## src/rtl/edsmp_pkg.sv

```systemverilog
// Shared types and constants for the random edge dedup sampler.
// Request structs, configuration register indexes and controller state type.
// No dependencies.
`timescale 1ns / 1ps
`default_nettype none

package edsmp_pkg;

    // Field widths
    localparam int DRAW_W     = 31;
    localparam int VERTEX_W   = 16;
    localparam int EDGE_CNT_W = 11;
    localparam int INDEX_W    = 10;
    localparam int CFG_W      = 16;
    localparam int CFG_IDX_W  = 1;
    localparam int ENTRY_W    = 2 * VERTEX_W;
    localparam int DIV_STEPS  = DRAW_W;

    // Register reset values
    localparam logic [VERTEX_W-1:0]   VERTEX_COUNT_RST = 16'd16;
    localparam logic [EDGE_CNT_W-1:0] EDGE_COUNT_RST   = 11'd16;

    // Configuration register indexes
    localparam logic [CFG_IDX_W-1:0] CFG_VERTEX_COUNT = 1'b0;
    localparam logic [CFG_IDX_W-1:0] CFG_EDGE_COUNT   = 1'b1;

    // Input request: two raw draws
    typedef struct packed {
        logic [DRAW_W-1:0] draw_first;
        logic [DRAW_W-1:0] draw_second;
    } t_in_req;

    // Output request: one accepted edge
    typedef struct packed {
        logic [INDEX_W-1:0]  edge_index;
        logic [VERTEX_W-1:0] vertex_u;
        logic [VERTEX_W-1:0] vertex_v;
        logic                last_edge;
    } t_out_req;

    // Controller states, one-hot
    typedef enum logic [3:0] {
        ST_IDLE = 4'b0001,
        ST_DIV  = 4'b0010,
        ST_SCAN = 4'b0100,
        ST_EMIT = 4'b1000
    } t_state;

endpackage

`default_nettype wire

```

## src/rtl/edsmp_rem.sv

```systemverilog
// Bit-serial restoring remainder unit: draw modulo vertex count.
// One quotient bit per cycle, one for each of the DIV_STEPS dividend bits.
// Depends on edsmp_pkg.
`timescale 1ns / 1ps
`default_nettype none

module edsmp_rem (
    input  wire logic                          i_clk,
    input  wire logic                          i_rst_n,
    input  wire logic                          i_start,
    input  wire logic [edsmp_pkg::DRAW_W-1:0]   i_dividend,
    input  wire logic [edsmp_pkg::VERTEX_W-1:0] i_divisor,
    output logic                               o_done,
    output logic [edsmp_pkg::VERTEX_W-1:0]      o_rem
);

    localparam int STEP_W = $clog2(edsmp_pkg::DIV_STEPS);
    localparam logic [STEP_W-1:0] LAST_STEP = STEP_W'(edsmp_pkg::DIV_STEPS - 1);

    logic [edsmp_pkg::DRAW_W-1:0]   r_dvd;
    logic [edsmp_pkg::VERTEX_W-1:0] r_div;
    logic [edsmp_pkg::VERTEX_W-1:0] r_rem;
    logic [STEP_W-1:0]              r_step;
    logic                           r_busy;
    logic                           r_done;

    logic [edsmp_pkg::VERTEX_W:0]   w_trial;
    logic [edsmp_pkg::VERTEX_W:0]   w_diff;
    logic [edsmp_pkg::VERTEX_W-1:0] n_rem;

    // Shift in the next dividend bit and subtract when it fits
    always_comb begin
        w_trial = {r_rem, r_dvd[edsmp_pkg::DRAW_W-1]};
        w_diff  = w_trial - {1'b0, r_div};
        if (w_trial >= {1'b0, r_div}) begin
            n_rem = w_diff[edsmp_pkg::VERTEX_W-1:0];
        end else begin
            n_rem = w_trial[edsmp_pkg::VERTEX_W-1:0];
        end
    end

    // Control
    always_ff @(posedge i_clk) begin
        if (!i_rst_n) begin
            r_busy <= 1'b0;
            r_done <= 1'b0;
            r_step <= '0;
        end else begin
            r_done <= 1'b0;
            if (i_start) begin
                r_busy <= 1'b1;
                r_step <= '0;
            end else if (r_busy) begin
                r_step <= r_step + 1'b1;
                if (r_step == LAST_STEP) begin
                    r_busy <= 1'b0;
                    r_done <= 1'b1;
                end
            end
        end
    end

    // Datapath
    always_ff @(posedge i_clk) begin
        if (i_start) begin
            r_dvd <= i_dividend;
            r_div <= i_divisor;
            r_rem <= '0;
        end else if (r_busy) begin
            r_dvd <= {r_dvd[edsmp_pkg::DRAW_W-2:0], 1'b0};
            r_rem <= n_rem;
        end
    end

    assign o_done = r_done;
    assign o_rem  = r_rem;

endmodule

`default_nettype wire

```

## config.mk

```make
export PLATFORM = sky130hd
export DESIGN_NAME = edsmp_rem
export DESIGN_NICKNAME = d
export VERILOG_FILES = /design/src/rtl/edsmp_pkg.sv /design/src/rtl/edsmp_rem.sv
export SDC_FILE = /design/constraint.sdc
export NUM_CORES = 1
export LEC_CHECK = 0
export BUFFER_PORTS_ARGS = -buffer_cell sky130_fd_sc_hd__buf_4
export CAP_MARGIN = 20
export CORE_MARGIN = 2
export CORE_UTILIZATION = 50
export CTS_CLUSTER_DIAMETER = 40
export DETAILED_ROUTE_END_ITERATION = 8
export GPL_ROUTABILITY_DRIVEN = 0
export HOLD_SLACK_MARGIN = 0.06
export PLACE_DENSITY = 0.73
export SLEW_MARGIN = 20
export SYNTH_ARGS = -nofsm -noshare
export SYNTH_HDL_FRONTEND = slang
export SYNTH_SLANG_ARGS = --single-unit
```

## constraint.sdc

```tcl
create_clock -name i_clk -period 6.45 [get_ports i_clk]
set_input_delay 0.645 -clock i_clk [delete_from_list [all_inputs] [get_ports i_clk]]
set_output_delay 0.645 -clock i_clk [all_outputs]
set_load 0.005 [all_outputs]
```

Yosys cells after proc, flatten, opt, wreduce, memory -nomap -nowiden
Index checks and enable logic that the tools add are counted.
- register bits: 70
- input bits: 50
- word-level logic and storage cells: 22
- output and inout port bits: 17
- multiplexer cells: 7
- $add $sub $neg: 2
- reductions and logical operators: 3
- magnitude comparators: 1
- bitwise operators: 2
- equal/unequal tests: 1
- operators with widths (operator ; number):
    31-bit 2-to-1 mux ; 2
    17-bit by 16-bit >= comparator with 1-bit output ; 1
    16-bit 2-to-1 mux ; 1
    16-bit subtractor ; 1
    5-bit by 1-bit adder with 5-bit output, second input constant ; 1
    5-bit equality test, second input constant ; 1
    1-bit 2-to-1 mux ; 4
    3-bit OR reduction ; 1
    1-bit NOT ; 2
    2-bit nonzero test ; 1
    2-bit OR reduction ; 1

Logic depth before layout (Yosys ltp)
Gate-level depths: netlist of the first run.
- depth in word-level cells: 4
- depth in mapped cells: 12
- depth with buffers taken out: 11

Worst setup path before layout of the first run
OpenSTA, ideal clock, no wires.
- path type: register -> register
- from: reg r_rem (netlist bit o_rem[7])
- to: reg r_rem (netlist bit o_rem[0])
- required time: 6.364 ns
- clock period less this slack: 2.400 ns
- setup slack: 4.050 ns
- cell stages (with the launch flop): 11
- data arrival time: 2.314 ns
- buffers on the path: 2
- setup time: 0.086 ns
- path through: dfxtp_1 ha_1 buf_2 and4_1 nand3_2 o41ai_2 nor2_1 a21oi_2 buf_6 mux2_2 a211oi_1
- word-level cells in the longest chain between the ends: 2
- ends and longest elaborated chain (what ; RTL line ; source):
    start: declaration ; edsmp_rem.sv:22 ; logic [edsmp_pkg::VERTEX_W-1:0] r_rem;
    start signal: assignment ; edsmp_rem.sv:71 ; r_rem <= n_rem;
    17-bit by 16-bit >= comparator with 1-bit output ; edsmp_rem.sv:35 ; if (w_trial >= {1'b0, r_div}) begin
    16-bit 2-to-1 mux ; edsmp_rem.sv:35 ;
Every way passes these cells.
A chain may end at the register's enable or synchronous reset.

Worst setup path after layout of the first run
- from: reg r_div[8] in the netlist's numbering
- to: reg r_rem (netlist bit o_rem[0])
- word-level cells in the longest chain between the ends: 2
- ends and longest elaborated chain (what ; RTL line ; source):
    start: declaration ; edsmp_rem.sv:21 ; logic [edsmp_pkg::VERTEX_W-1:0] r_div;
    start signal: assignment ; edsmp_rem.sv:67 ; r_div <= i_divisor;
    17-bit by 16-bit >= comparator with 1-bit output ; edsmp_rem.sv:35 ;
    16-bit 2-to-1 mux ; edsmp_rem.sv:35 ;
Every way passes these cells.

==> results of run 1 <==
-- logic make-up (layout without fill, tap and decap cells) --
| family | Yosys count | in the layout | synth area share |
|---|---|---|---|
| muxes | 40 | 40 | 0.123 |
| DFF | 70 | 70 | 0.525 |
| xor gates and xnor gates | 12 | 12 | 0.0295 |
| adders and majority gates | 19 | 19 | 0.0688 |
| AOI/OAI and AO/OA | 62 | 62 | 0.122 |
| buffers and inverters | 31 | 103 | 0.0362 |
| and+or+nand+nor | 71 | 71 | 0.0951 |
-- stage by stage --
step	hold slack [ps]	total power, mW	utilization	area, sq um
after floorplan	465	0.644	-	3560
after global placement	489	0.696	0.605	4130
after detailed placement	493	0.702	0.605	4130
after CTS	441	1.07	0.635	4340
after global routing	438	1.11	0.636	4350
final	462	1.06	0.636	4350
-- how the worst max path moves through the flow --
stage                     to     start  slack [ps]  depth (start not counted)
detailed placement  o_rem[0]  r_div[8]        3200                          9
global route        o_rem[0]  r_div[8]        3250                          9
global placement    o_rem[0]  r_div[8]        3360                          9
CTS                 o_rem[0]  r_div[8]        3180                          9
floorplan           o_rem[0]  o_rem[7]        4050                         10
finish              o_rem[0]  r_div[8]        3540                          9
-- worst max-delay path: stages, from the launching register on --
cell and delay [ps]:
edfxtp_1 330, inv_1 40, ha_1 400, and4_1 280, nand3_2 100, o41ai_2 380
nor2_1 120, a21oi_4 560, mux2_2 400, a211oi_1 230
-- Yosys cell counts, drive strengths merged, types with 8 or more instances --
cell | count | area, sq um
nand2 | 18 | 67.6
ha | 18 | 225
a21oi | 13 | 68.8
mux2 | 31 | 349
edfxtp | 47 | 1410
a211oi | 10 | 80.1
dfxtp | 23 | 460
inv | 20 | 75.1
mux2i | 9 | 90.1
clkbuf | 8 | 30.0
o21ai | 12 | 60.1
nor2 | 25 | 93.8
-- state kept, by name (all words and copies together) (netlist names) --
signal	count
o_rem	16
r_div	16
r_step	5
r_busy	1
o_done	1
r_dvd	31
-- layout make-up --
class / instances / area [sq um] / share of cell area
tap: 96 / 120 / 0.0276
clock buffer: 9 / 124 / 0.0285
sequential: 70 / 1870 / 0.431
multi-input combinational: 204 / 1570 / 0.362
timing repair buffer: 67 / 503 / 0.116
clock inverter: 7 / 80.1 / 0.0184
inverter: 20 / 75.1 / 0.0173
-- routing by layer --
metal	vias up	part of all wire
li1	1268	-
met1	1179	0.45
met2	79	0.47
met3	13	0.069
met4	0	0.014
met5	-	0
-- power by group --
| group | internal, mW | leakage (nW) | total (mW) | switching [mW] |
|---|---|---|---|---|
| logic | 0.0798 | 1.03 | 0.161 | 0.0813 |
| clock network | 0.184 | 0.102 | 0.367 | 0.184 |
| registers | 0.519 | 0.656 | 0.532 | 0.0137 |
==> metrics.txt, run 1 <==
status finished, final reports clean; CTS Buffer Depth 2; fmax 343 MHz; Sink Count 70; Placed Cells 457; die footprint 0.00782 sq mm; Yosys cell types 45; final setup TNS 0 ps; Hold Crit Depth 1; Initial DRT Pass Iterations 5; FF+latch count, synth 70; H-tree depth 3; maxcap violations 0; final std cells w/o fill 473; Hold Path Class in -> reg; setup ws final 3540 ps; Syn Nets 374; latest clock arrival within the worst-skew pair 350 ps; HPWL after detailed placement 4.90 mm; minimum clock period 2910 ps; Fin. Hold Viols 0; fin crit share 0.452; endpoint class of the critical path flop; CTS buffer count 9; HP Start i_divisor[1]; WS Path Type reg -> reg; antenna-violating nets left 0; final max-slew violation count 0; I/O Pins 67; met2 usage in global routing 0.298; Mapped Area 0.00356 sq mm; Layout Skew 6.31 ps; R2R setup slack 3540 ps; Starting DRT DRC Count 134; largest net degree at the start of global routing 60; total number of vias 2539; Post-CTS Resized 0; worst reg-to-reg path cell count 9; IO buf count 66; # hold bufs at CTS 0; FILL cells 561; Synth warnings 0; Avg Inst Size Synth 11.7 sq um; Slew HR 0.469; Die X-Extent 88.4 um; Worst-Margin Slew 794 ps; All-Layer GR Usage 0.201; Cells after Synth 305; initial antenna violation count 0; Final #Nets 441; CP Launch Type flop; Leakage 1.79 nW; RSZ-0062 raised after global routing false; Setup violations, final 0; Core Region 0.00683 sq mm; dpl ws 3200 ps; CTS tree built; # DRC 0; post-CTS setup buffer count 0; required time of the worst setup path 6710 ps; final wirelength 7.07 mm; power per cell area 244 mW/mm^2; vias in the first global route 2418; Die H 88.4 um; Synth Flop Type edfxtp_1; global routing usage on met3 0.0653; Seq/Total Area, Yosys 0.525; Async SR Flop Fraction 0; Post-synth EDFFs 47; Peak VDD IR 0.166 mV; CTS Root Cell clkbuf_8; Most Crowded Layer GR met2; remaining global-route overflow 0; CP Max Fanout 20; clock transition at the registers of the reported paths 80 ps; Worst R2R Start r_div[8]; Hold Path End r_div[1]; crit path DAT 3180 ps; per-cell routed wire length 14.9 um; leading cell type in the layout, fill and taps excluded buf_4; met1 GRT Util 0.273; layout cells sized above 1 0.316; Area Overhead vs Synth 21.9%; diodes inserted 0; most frequent cells in the layout buf_4 (67), edfxtp_1 (47), mux2_2 (31); Initial Util 0.522; RR Endpoint o_rem[0]; vias per cell 5.37; global-route wire length before repair 11.7 mm; row count 30
No activity file was read; power rests on OpenSTA's default activity.
==> run 2: changes to the inputs <==
Settings changed: PLACE_DENSITY 0.73 to 0.76.
Clock period 6.45 ns to 2.45 ns, I/O delays scaled along.
==> run 2 against run 1 <==
Clock skew up 6.8 ps. Utilization up 3.5 points. Sequential power rose to 2.6 times the previous value. Maximum frequency up 21%. Clock-buffer cell count up 1. Global-route usage up 0.43 points. Routed wire length up 6.7%. Non-clock buffer count up 29. Design area up 5.5%. Total power rose to 2.5 times the previous value. Worst hold slack worse by 380 ps. Clock power up 120%. Critical endpoint is now o_rem[13].
==> metrics.txt, run 2 (synthesized netlist as in run 1, its figures left out) <==
CP Max Fanout 6 (-70%); fmax 414 MHz (+21%); IO buf count 66 (unchanged); final max-slew violation count 0 (unchanged); global-route wire length before repair 12.2 mm (+4.8%); antenna-violating nets left 0 (unchanged); CP Launch Type flop; Initial DRT Pass Iterations 4 (-1); Largest delay share family, worst path compound AO/OA/AOI/OAI gates; Leakage 1.92 nW (+7.4%); CP startpoint r_div[6]; diodes inserted 0 (unchanged); clock transition at the registers of the reported paths 70 ps (about the same); Initial Util 0.522 (unchanged); vias in the first global route 2650 (+9.6%); critical path's slowest cell nor4_1; Clk pwr share 0.302 (-0.044); Placed Cells 479 (+4.8%); I/O Pins 67 (unchanged); Largest register FFs 31 (unchanged); WS Path Type reg -> reg; Die X-Extent 88.4 um (unchanged); H-tree depth 3 (unchanged); die footprint 0.00782 sq mm (unchanged); layout cells sized above 1 0.369 (+0.0538); initial antenna violation count 0 (unchanged); required time of the worst setup path 2740 ps (-3970 ps); Area Overhead vs Synth 28.6%; final wirelength 7.54 mm (+6.7%); CTS Root Cell clkbuf_8; post-layout util 0.671 (+0.0352); Sw Share 0.266 (+0.00316); CTS Buffer Depth 2 (unchanged); Slew HR 0.571 (+0.102); WP depth 9 (unchanged); largest reg by FF count r_dvd; per-cell routed wire length 15.0 um (+0.52%); fin crit share 0.986 (+0.534); Setup violations, final 0 (unchanged); Worst Path Buf+Inv 1 (unchanged); All-Layer GR Usage 0.205 (+0.00430); HPWL after detailed placement 5.42 mm (+11%); Worst-Margin Slew 641 ps (-153 ps); worst reg-to-reg path cell count 9 (unchanged); Sw Pwr 0.715 mW (+160%); HP Start i_divisor[6]; R2R setup slack 30 ps (-3500 ps); FILL cells 553 (-1.4%); Final #Nets 470 (+6.6%); crit path DAT 2700 ps (-480 ps); latest clock arrival within the worst-skew pair 350 ps (about the same); Core Region 0.00683 sq mm (unchanged); total number of vias 2702 (+6.4%); endpoint class of the critical path flop; vias per cell 5.38 (+0.27%); Seq pwr share 0.522 (+0.020); CTS tree built; Peak VDD IR 0.423 mV (+150%); combinational power share 0.176 (+0.024); CP max stage delay 400 ps (-160 ps); minimum clock period 2420 ps (-497 ps); RR Endpoint o_rem[13]; RSZ-0062 raised after global routing true; leading cell type in the layout, fill and taps excluded buf_4; status finished, final reports clean; Hold Path End r_div[6]; row count 30 (unchanged); Hold Crit Depth 1 (unchanged); Fin. Hold Viols 0 (unchanged); Hold Path Class in -> reg; Worst R2R Start r_div[6]; critical path, cell by cell inv_1, ha_1, a21oi_1, nor2_1, o41ai_2, o21a_2, o21ai_0, nor4_1, a221o_1; Layout Skew 13.1 ps (+6.79 ps); CTS buffer count 9 (unchanged); maxcap violations 0 (unchanged); Die H 88.4 um (unchanged); # DRC 0 (unchanged); P_int 1.98 mW (+150%); remaining global-route overflow 0 (unchanged); power per cell area 587 mW/mm^2 (+140%); Sink Count 70 (unchanged); Starting DRT DRC Count 171 (+28%); largest net degree at the start of global routing 33 (-45%); most frequent cells in the layout buf_4 (91), edfxtp_1 (47), mux2_2 (31); final std cells w/o fill 502 (+6.1%)
[run 2: how the worst max path moves through the flow]
stage / to / slack, ps
floorplan: o_rem[0] / 50
global placement: o_rem[7] / 20
detailed placement: o_rem[14] / -70
CTS: o_rem[4] / 9
global route: o_rem[9] / -20
finish: o_rem[13] / 30
[run 2: routing by layer]
| metal | vias to the layer above | track usage | routed length (um) |
|---|---|---|---|
| met3 | 16 | 0.0569 | 557 |
| met4 | 0 | 0.0744 | 134 |
| met5 | - | 0 | 0 |
| met1 | 1263 | 0.278 | 3420 |
| met2 | 101 | 0.318 | 3430 |
| li1 | 1322 | - | - |
[run 2: cell type report]
type / instances / area, sq um / area share
clock buffers: 10 / 128 / 0.0278
multi-input cells: 204 / 1620 / 0.353
inverters: 20 / 75.1 / 0.0164
well taps: 96 / 120 / 0.0262
flip-flops and latches: 70 / 1870 / 0.408
repair buffers: 96 / 734 / 0.160
clock inverters: 6 / 37.5 / 0.00819
[run 2: metrics by stage]
stage | hold WS (ps) | setup slack [ps] | power (mW) | cell area, sq um | TNS, ps
after CTS | 60.8 | 9.27 | 2.70 | 4500 | 0
after global routing | 60.2 | -18.0 | 2.82 | 4590 | -65.4
after detailed placement | 424 | -74.3 | 1.88 | 4300 | -88.0
final | 77.5 | 34.5 | 2.69 | 4590 | 0
after global placement | 423 | 15.5 | 1.87 | 4300 | 0
after floorplan | 344 | 50.4 | 1.70 | 3560 | 0
[run 2: repair_timing]
item / in CTS / in global routing
cloned: 0 / 0
endpoints found under the hold margin: 1 / 3
pin swaps: 2 / 5
resized for setup: 3 / 10
hold buffers: 1 / 3
buffers inserted: 1 / 2
setup endpoints to repair: 5 / 16
[run 2: worst reg2reg max path: cells and delay by family (launching register included)]
kind / cells / cell delay (ps)
simple gates: 2 / 470
fa+ha+maj: 1 / 290
compound gates: 5 / 1140
flops: 1 / 380
buf+inv: 1 / 80
[run 2: power by group through the flow]
stage / logic [mW] / registers (mW) / clock network (mW)
final: 0.475 / 1.40 / 0.813
after floorplan: 0.278 / 1.42 / 0
after CTS: 0.459 / 1.40 / 0.833
after global routing: 0.523 / 1.41 / 0.880
after global placement: 0.440 / 1.43 / 0
after detailed placement: 0.450 / 1.43 / 0
